<file path="src/hw/rtl/rrtt_pkg.sv">
// ----------------------------------------------------------------------------
// Round-robin task table package
// Shared types and codes for the task table and its stream channels.
// ----------------------------------------------------------------------------
`default_nettype none

package rrtt_pkg;

  // Default number of task slots.
  localparam int unsigned RRTT_MAX_TASKS = 8;

  typedef enum logic [1:0] {
    CMD_CREATE    = 2'd0,
    CMD_YIELD     = 2'd1,
    CMD_TERMINATE = 2'd2,
    CMD_START     = 2'd3
  } cmd_e;

  typedef enum logic [1:0] {
    STAT_OK       = 2'd0,
    STAT_FULL     = 2'd1,
    STAT_NO_READY = 2'd2,
    STAT_IGNORED  = 2'd3
  } status_e;

  typedef enum logic [1:0] {
    SLOT_DEAD  = 2'd0,
    SLOT_READY = 2'd1,
    SLOT_RUN   = 2'd2
  } slot_state_e;

  typedef struct packed {
    logic [1:0]         command;
    logic [15:0]        task_address;
    logic signed [15:0] task_argument;
    logic [1:0]         task_level;
  } task_req_t;

  typedef struct packed {
    logic [2:0]         run_slot;
    logic [15:0]        run_address;
    logic signed [15:0] run_argument;
    logic [1:0]         run_level;
    logic [2:0]         new_slot;
    logic [1:0]         status;
  } task_rsp_t;

  // Contents of one slot held in the slot memory.
  typedef struct packed {
    logic [15:0]        address;
    logic signed [15:0] argument;
    logic [1:0]         level;
  } slot_entry_t;

endpackage

`default_nettype wire

</file>
<file path="src/hw/rtl/rrtt_stream_if.sv">
// ----------------------------------------------------------------------------
// Task table stream channel
// Valid/ready channel carrying one payload item per transfer.
// ----------------------------------------------------------------------------
`default_nettype none

interface rrtt_stream_if #(
  parameter type payload_t = logic
);

  logic     valid;
  logic     ready;
  payload_t payload;

  modport source (output valid, output payload, input ready);
  modport sink   (input valid, input payload, output ready);

endinterface

`default_nettype wire

</file>
<file path="src/hw/rtl/round_robin_task_table.sv">
// ----------------------------------------------------------------------------
// Round-robin task table
// Task slot table with create, yield, terminate and start commands and a
// round-robin dispatcher that picks the next ready slot.
// ----------------------------------------------------------------------------
// The block takes one command at a time and answers each with exactly one
// result transfer. A command is taken in the cycle it arrives; create and
// every dispatch then step a single slot comparator through the table, one
// slot per cycle. An ignored command skips the search; a search stops at the
// first hit, or after looking at every slot for a full table or an empty
// search. The result is then read and offered until it is taken. Slot
// contents live in a memory with a registered read port, read once per item
// for the running task. The input is not ready again until the result has
// been transferred.
// ----------------------------------------------------------------------------
`default_nettype none

module round_robin_task_table #(
  parameter int unsigned MAX_TASKS = rrtt_pkg::RRTT_MAX_TASKS
) (
  input  wire logic          clk_i,
  input  wire logic          rst_ni,
  rrtt_stream_if.sink        task_i,
  rrtt_stream_if.source      result_o
);

  import rrtt_pkg::*;

  localparam int unsigned IDX_W = $clog2(MAX_TASKS);
  localparam int unsigned CNT_W = $clog2(MAX_TASKS + 1);
  localparam logic [IDX_W-1:0] LAST_IDX = IDX_W'(MAX_TASKS - 1);

  typedef enum logic [3:0] {
    FSM_IDLE = 4'b0001,
    FSM_SCAN = 4'b0010,
    FSM_READ = 4'b0100,
    FSM_OUT  = 4'b1000
  } fsm_e;

  fsm_e               fsm_q, fsm_d;
  slot_state_e        slot_state_q [MAX_TASKS];
  slot_state_e        slot_state_d [MAX_TASKS];
  logic [IDX_W-1:0]   next_q, next_d;
  logic [IDX_W-1:0]   cur_q, cur_d;
  logic               started_q, started_d;
  logic               run_q, run_d;
  logic [CNT_W-1:0]   live_q, live_d;
  logic [IDX_W-1:0]   scan_idx_q, scan_idx_d;
  logic [IDX_W-1:0]   scan_cnt_q, scan_cnt_d;
  logic               scan_create_q, scan_create_d;
  logic [IDX_W-1:0]   fresh_q, fresh_d;
  status_e            status_q, status_d;
  slot_entry_t        entry_q, entry_d;

  slot_entry_t        slot_mem [MAX_TASKS];
  slot_entry_t        rd_q;
  logic               mem_we;

  logic [IDX_W-1:0]   scan_idx_inc;
  slot_state_e        scan_target;
  logic               scan_hit;
  logic [IDX_W+2:0]   cur_ext;
  logic [IDX_W+2:0]   fresh_ext;

  assign scan_idx_inc = (scan_idx_q == LAST_IDX) ? '0 : scan_idx_q + IDX_W'(1);
  assign scan_target  = scan_create_q ? SLOT_DEAD : SLOT_READY;
  assign scan_hit     = (slot_state_q[scan_idx_q] == scan_target);
  assign mem_we       = (fsm_q == FSM_SCAN) && scan_hit && scan_create_q;

  always_comb begin
    fsm_d         = fsm_q;
    slot_state_d  = slot_state_q;
    next_d        = next_q;
    cur_d         = cur_q;
    started_d     = started_q;
    run_d         = run_q;
    live_d        = live_q;
    scan_idx_d    = scan_idx_q;
    scan_cnt_d    = scan_cnt_q;
    scan_create_d = scan_create_q;
    fresh_d       = fresh_q;
    status_d      = status_q;
    entry_d       = entry_q;

    unique case (fsm_q)
      FSM_IDLE: begin
        if (task_i.valid) begin
          entry_d.address  = task_i.payload.task_address;
          entry_d.argument = task_i.payload.task_argument;
          entry_d.level    = task_i.payload.task_level;
          fresh_d          = '0;
          status_d         = STAT_OK;
          scan_cnt_d       = '0;
          scan_idx_d       = next_q;
          scan_create_d    = 1'b0;
          fsm_d            = FSM_SCAN;
          unique case (cmd_e'(task_i.payload.command))
            CMD_CREATE: begin
              scan_create_d = 1'b1;
              scan_idx_d    = '0;
            end
            CMD_YIELD: begin
              if (!started_q) begin
                status_d = STAT_IGNORED;
                fsm_d    = FSM_READ;
              end else if (run_q) begin
                slot_state_d[cur_q] = SLOT_READY;
                run_d               = 1'b0;
              end
            end
            CMD_TERMINATE: begin
              if (!run_q) begin
                status_d = STAT_IGNORED;
                fsm_d    = FSM_READ;
              end else begin
                slot_state_d[cur_q] = SLOT_DEAD;
                run_d               = 1'b0;
                live_d              = live_q - CNT_W'(1);
              end
            end
            CMD_START: begin
              if (started_q || (live_q == '0)) begin
                status_d = STAT_IGNORED;
                fsm_d    = FSM_READ;
              end else begin
                started_d = 1'b1;
              end
            end
            default: fsm_d = FSM_READ;
          endcase
        end
      end

      FSM_SCAN: begin
        if (scan_hit) begin
          if (scan_create_q) begin
            slot_state_d[scan_idx_q] = SLOT_READY;
            live_d                   = live_q + CNT_W'(1);
            fresh_d                  = scan_idx_q;
          end else begin
            slot_state_d[scan_idx_q] = SLOT_RUN;
            cur_d                    = scan_idx_q;
            run_d                    = 1'b1;
            next_d                   = scan_idx_inc;
          end
          fsm_d = FSM_READ;
        end else if (scan_cnt_q == LAST_IDX) begin
          status_d = scan_create_q ? STAT_FULL : STAT_NO_READY;
          fsm_d    = FSM_READ;
        end else begin
          scan_idx_d = scan_idx_inc;
          scan_cnt_d = scan_cnt_q + IDX_W'(1);
        end
      end

      FSM_READ: fsm_d = FSM_OUT;

      FSM_OUT: begin
        if (result_o.ready) begin
          fsm_d = FSM_IDLE;
        end
      end

      default: fsm_d = FSM_IDLE;
    endcase
  end

  always_ff @(posedge clk_i or negedge rst_ni) begin
    if (!rst_ni) begin
      fsm_q     <= FSM_IDLE;
      next_q    <= '0;
      cur_q     <= '0;
      started_q <= 1'b0;
      run_q     <= 1'b0;
      live_q    <= '0;
      for (int i = 0; i < MAX_TASKS; i++) begin
        slot_state_q[i] <= SLOT_DEAD;
      end
    end else begin
      fsm_q        <= fsm_d;
      next_q       <= next_d;
      cur_q        <= cur_d;
      started_q    <= started_d;
      run_q        <= run_d;
      live_q       <= live_d;
      slot_state_q <= slot_state_d;
    end
  end

  always_ff @(posedge clk_i) begin
    scan_idx_q    <= scan_idx_d;
    scan_cnt_q    <= scan_cnt_d;
    scan_create_q <= scan_create_d;
    fresh_q       <= fresh_d;
    status_q      <= status_d;
    entry_q       <= entry_d;
  end

  // Slot memory: written by a successful create, read for the running task.
  always_ff @(posedge clk_i) begin
    if (mem_we) begin
      slot_mem[scan_idx_q] <= entry_q;
    end
    if (fsm_q == FSM_READ) begin
      rd_q <= slot_mem[cur_q];
    end
  end

  // Slot indices are reported in three bits.
  assign cur_ext   = {3'b000, cur_q};
  assign fresh_ext = {3'b000, fresh_q};

  assign task_i.ready = (fsm_q == FSM_IDLE);

  assign result_o.valid                = (fsm_q == FSM_OUT);
  assign result_o.payload.run_slot     = run_q ? cur_ext[2:0] : 3'd0;
  assign result_o.payload.run_address  = run_q ? rd_q.address : 16'd0;
  assign result_o.payload.run_argument = run_q ? rd_q.argument : 16'sd0;
  assign result_o.payload.run_level    = run_q ? rd_q.level : 2'd0;
  assign result_o.payload.new_slot     = fresh_ext[2:0];
  assign result_o.payload.status       = status_q;

`ifndef SYNTHESIS
  a_run_needs_start: assert property (@(posedge clk_i) disable iff (!rst_ni)
    run_q |-> started_q)
    else $error("task marked running before start");

  a_run_slot_state: assert property (@(posedge clk_i) disable iff (!rst_ni)
    run_q |-> (slot_state_q[cur_q] == SLOT_RUN))
    else $error("running slot is not in the running state");

  a_live_bound: assert property (@(posedge clk_i) disable iff (!rst_ni)
    live_q <= CNT_W'(MAX_TASKS))
    else $error("live task count exceeds the table size");

  a_one_at_a_time: assert property (@(posedge clk_i) disable iff (!rst_ni)
    (task_i.valid && task_i.ready) |=> !task_i.ready)
    else $error("new command taken while one is in progress");

  a_no_run_on_fail: assert property (@(posedge clk_i) disable iff (!rst_ni)
    (result_o.valid && (status_q == STAT_NO_READY)) |-> !run_q)
    else $error("empty search left a task running");
`endif

endmodule

`default_nettype wire

</file>
<file path="src/flat_wrapper.sv">
// flat-port wrapper written by rule: the top's interface ports become plain ports
module round_robin_task_table_flat import rrtt_pkg::*;
#(
  parameter int unsigned MAX_TASKS = rrtt_pkg::RRTT_MAX_TASKS
)
  (clk_i, rst_ni, task_i_valid, task_i_payload, task_i_ready, result_o_valid, result_o_payload, result_o_ready);
  rrtt_stream_if #(.payload_t(task_req_t)) task_i_i ();
  rrtt_stream_if #(.payload_t(task_rsp_t)) result_o_i ();
  input  wire logic clk_i;
  input  wire logic rst_ni;
  input wire logic [$bits(task_i_i.valid)-1:0] task_i_valid;
  input wire logic [$bits(task_i_i.payload)-1:0] task_i_payload;
  output wire logic [$bits(task_i_i.ready)-1:0] task_i_ready;
  output wire logic [$bits(result_o_i.valid)-1:0] result_o_valid;
  output wire logic [$bits(result_o_i.payload)-1:0] result_o_payload;
  input wire logic [$bits(result_o_i.ready)-1:0] result_o_ready;
  assign task_i_i.valid = task_i_valid;
  assign task_i_i.payload = task_i_payload;
  assign task_i_ready = task_i_i.ready;
  assign result_o_valid = result_o_i.valid;
  assign result_o_payload = result_o_i.payload;
  assign result_o_i.ready = result_o_ready;
  round_robin_task_table #(.MAX_TASKS(MAX_TASKS)) u_core (.clk_i(clk_i), .rst_ni(rst_ni), .task_i(task_i_i), .result_o(result_o_i));
endmodule
</file>
<file path="config.mk">
export PLATFORM = sky130hd
export DESIGN_NAME = round_robin_task_table_flat
export DESIGN_NICKNAME = d
export VERILOG_FILES = /design/src/hw/rtl/rrtt_pkg.sv /design/src/hw/rtl/rrtt_stream_if.sv /design/src/hw/rtl/round_robin_task_table.sv /design/src/flat_wrapper.sv
export SDC_FILE = /design/constraint.sdc
export NUM_CORES = 1
export LEC_CHECK = 0
export BUFFER_PORTS_ARGS = -buffer_cell sky130_fd_sc_hd__buf_2
export CAP_MARGIN = 20
export CORE_UTILIZATION = 35
export CTS_CLUSTER_DIAMETER = 80
export DETAILED_ROUTE_END_ITERATION = 7
export GPL_TIMING_DRIVEN = 0
export HOLD_SLACK_MARGIN = 0.1
export PLACE_DENSITY = 0.53
export SETUP_SLACK_MARGIN = 0.02
export SYNTH_ARGS = -nofsm -noshare
export SYNTH_HDL_FRONTEND = slang
export SYNTH_SLANG_ARGS = --single-unit
</file>
<file path="constraint.sdc">
create_clock -name clk_i -period 5.92 [get_ports clk_i]
set_clock_uncertainty 0.15 [all_clocks]
set_input_delay 0.592 -clock clk_i [delete_from_list [all_inputs] [get_ports clk_i]]
set_output_delay 0.592 -clock clk_i [all_outputs]
set_load 0.01 [all_outputs]
</file>
==> results.json <==
{
  "gp_congestion": 0.786,
  "path_delay_family": "multiplexers",
  "die_h_um": 206,
  "grt_pass1_wl_mm": 54.7,
  "n_antenna_cell": 0,
  "slowest_stage": "nor2_4",
  "p_int_mw": 5.24,
  "overflow": 0,
  "syn_area_um2": 14500,
  "path_max_fanout": 19,
  "reg2reg_depth": 8,
  "finalCriticalPeriod_ns": 3.36,
  "synth.distinct_cells": 60,
  "rrSetupSlack_ns": 2.56,
  "vias": 8285,
  "start_util_pct": 35.5,
  "status": "finished, final reports clean",
  "min_to": "u_core.entry_q[26]",
  "wl_mm": 37.4,
  "cts_sinks": 384,
  "synth.most_common_cell": "edfxtp_1",
  "synth_top_area_share_pct": 72.9,
  "p_sw_share_pct": 29.5,
  "min_period_over_period_pct": 56.7,
  "p_seq_share_pct": 48.2,
  "pwr-share-clk_pct": 31.4,
  "slowest_delay_ns": 0.61,
  "synthCells": 839,
  "wl_per_cell_um": 23.7,
  "fin_ws_ns": 2.56,
  "pre_cts_slack_ns": 2.55,
  "synth_edf_count": 352,
  "grtUsageTotal_pct": 18.0,
  "htree_levels": 2,
  "drt_iter0_drc": 849,
  "synthTopCellsByArea": "edfxtp_1 73%, a22oi_1 7.0%, dfrtp_1 5.3%",
  "power_frac_comb_pct": 20.4,
  "ys_ff_latch": 384,
  "firstDrtPassIters": 5,
  "min_path_type": "input port to flip-flop",
  "avgSynthCellArea_um2": 17.3,
  "cap_violations": 0,
  "grt_pass1_vias": 8221,
  "path_buf_inv": 3,
  "ys_async_sr_fraction_pct": 8.33,
  "top_level_ports": 84,
  "die_w_um": 206,
  "synth_top_cell_by_area": "edfxtp_1",
  "final_nets": 1068,
  "worst_setup_path_start_kind": "flip-flop",
  "worst_slew_pin_slew_ns": 1.08,
  "rsz0062_at_grt": "no",
  "cts_tree": "built",
  "reg2reg_from": "u_core.scan_idx_q[1]",
  "syn-num-nets": 890,
  "dp.cells": 1475,
  "clock_latency_ns": 0.54,
  "grt_antenna_before_repair": 0,
  "max_freq_mhz": 298,
  "cp.required_ns": 6.00,
  "path_class": "flip-flop to flip-flop",
  "cts_root_buffer": "clkbuf_16",
  "cts_buffers": 39,
  "cts_buffer_depth": 3,
  "core_area_um2": 40800,
  "ant_nets": 0,
  "viasPerCell": 5.25,
  "port_buffers": 83,
  "reg2reg_to": "u_core.slot_mem[0][32]",
  "power_mw": 7.43,
  "synth_flop_cell": "edfxtp_1",
  "drc": 0,
  "cp_common_cell": "buf_6",
  "drv_slew": 0,
  "synth_warnings": 0,
  "cts_setup_buffers": 0,
  "grt_max_degree": 33,
  "dp_hpwl_mm": 23.9,
  "clkSlewWorstSetupHoldPaths_ns": 0.06,
  "finalNonFillerCells": 1577,
  "power_density_nw_per_um2": 426,
  "hold_path_startpoint": "task_i_payload[26]",
  "yosys-top-cells-count": "352 x edfxtp_1, 136 x a22oi_1, 44 x and2_1",
  "final-setup-viol-count": 0,
  "seq_area_frac_synth_pct": 78.4,
  "num_rows": 74,
  "power_switching_mw": 2.19,
  "whs_path_depth": 1,
  "hold_viol": 0,
  "cp.arrival_ns": 3.44,
  "slew_headroom_pct": 27.9,
  "peakVddDrop_mv": 0.202,
  "area_growth_pct": 20.4,
  "cp-end-kind": "flip-flop",
  "die_area_um2": 42300,
  "layout-drive-gt1-share_pct": 20.0,
  "crit_chain": "buf_6 -> mux2_4 -> mux4_2 -> nor2_8 -> nand2_4 -> buf_6 -> nor2_4 -> buf_12",
  "p_leak_nw": 5.87
}
## logic make-up (layout without fill, tap and decap cells)
| family | Yosys count | in the layout | share of synthesized area (%) |
|---|---|---|---|
| mux | 14 | 14 | 1.16 |
| xor+xnor | 3 | 3 | 0.181 |
| fa+ha+maj | 11 | 11 | 1.00 |
| flops | 384 | 384 | 78.4 |
| simple gates | 166 | 166 | 6.69 |
| compound gates | 200 | 200 | 10.8 |
| buf+inv | 61 | 267 | 1.70 |
## per-stage QoR
step	hold slack, ns	area [um^2]	TNS [ns]	utilization (%)
after global placement	0.311	15600	-129.82	38.2
after global routing	0.101	17500	0	42.8
after floorplan	0.146	14500	0	-
after CTS	0.102	17500	0	42.7
final	0.107	17500	0	42.8
after detailed placement	0.314	15900	0	39.0
## state kept, by name, indices dropped and copies added (netlist names), named ones only
name                  count
u_core.cur_q              3
u_core.entry_q           34
u_core.fresh_q            3
u_core.fsm_q              4
u_core.live_q             4
u_core.next_q             3
u_core.rd_q              34
u_core.run_q              1
u_core.scan_cnt_q         3
u_core.scan_create_q      1
u_core.scan_idx_q         3
u_core.slot_mem         272
u_core.started_q          1
u_core.status_q           2
## routing by layer
| layer | wire (um) | global-route usage, % | share of wire, % | vias up |
|---|---|---|---|---|
| met5 | 0 | 0 | 0 | - |
| met4 | 1050 | 5.95 | 2.8 | 0 |
| met3 | 1880 | 2.55 | 5.0 | 57 |
| met2 | 17600 | 28.5 | 47 | 232 |
| met1 | 16900 | 25.5 | 45 | 4268 |
| li1 | - | - | - | 3728 |
## worst max path at each step
stage	endpoint	slack [ns]	cells past startpoint	startpoint
2_1_floorplan	u_core.rd_q[0]	1.10	1	u_core.fsm_q[1]
3_3_place_gp	u_core.fsm_q[3]	-3.68	2	u_core.fsm_q[2]
5_1_grt	u_core.slot_mem[0][3]	2.43	8	u_core.scan_idx_q[1]
6_report	u_core.slot_mem[0][32]	2.56	8	u_core.scan_idx_q[1]
4_1_cts	result_o_payload[20]	2.48	5	u_core.run_q
3_5_place_dp	u_core.slot_mem[0][19]	2.55	8	u_core.scan_idx_q[1]
## layout make-up
| type | instances | area [um^2] |
|---|---|---|
| Buffer | 45 | 186 |
| Clock buffer | 49 | 1030 |
| Clock inverter | 20 | 154 |
| Fill cell | 3645 | 23400 |
| Inverter | 16 | 60.1 |
| Multi-Input combinational cell | 394 | 2960 |
| Sequential cell | 384 | 11400 |
| Tap cell | 532 | 666 |
| Timing Repair Buffer | 137 | 1030 |
## power by group through the flow
stage	logic [mW]	clock network [mW]	registers, mW
2_1_floorplan	0.895	0	3.57
3_3_place_gp	1.45	0	3.64
3_5_place_dp	1.52	0	3.64
4_1_cts	1.54	2.37	3.58
5_1_grt	1.66	2.47	3.61
6_report	1.52	2.33	3.58
## cell usage in the layout (no fill, tap or decap), types with 27 or more instances in the layout
cell type	synthesis	final
and2_1	44	44
a22oi_1	136	136
clkbuf_16	0	39
nand2_1	27	27
edfxtp_1	352	352
clkbuf_1	40	48
dfrtp_1	31	31
buf_2	2	85
dlygate4sd3_1	0	33
nand4_1	37	37
## repair_timing
item / in CTS / in global routing
hold buffers: 32 / 1
gates resized for setup: 0 / 0
hold endpoints to repair: 62 / 1
endpoints found under the setup margin: 0 / 0
(Power assumes the default switching activity.)
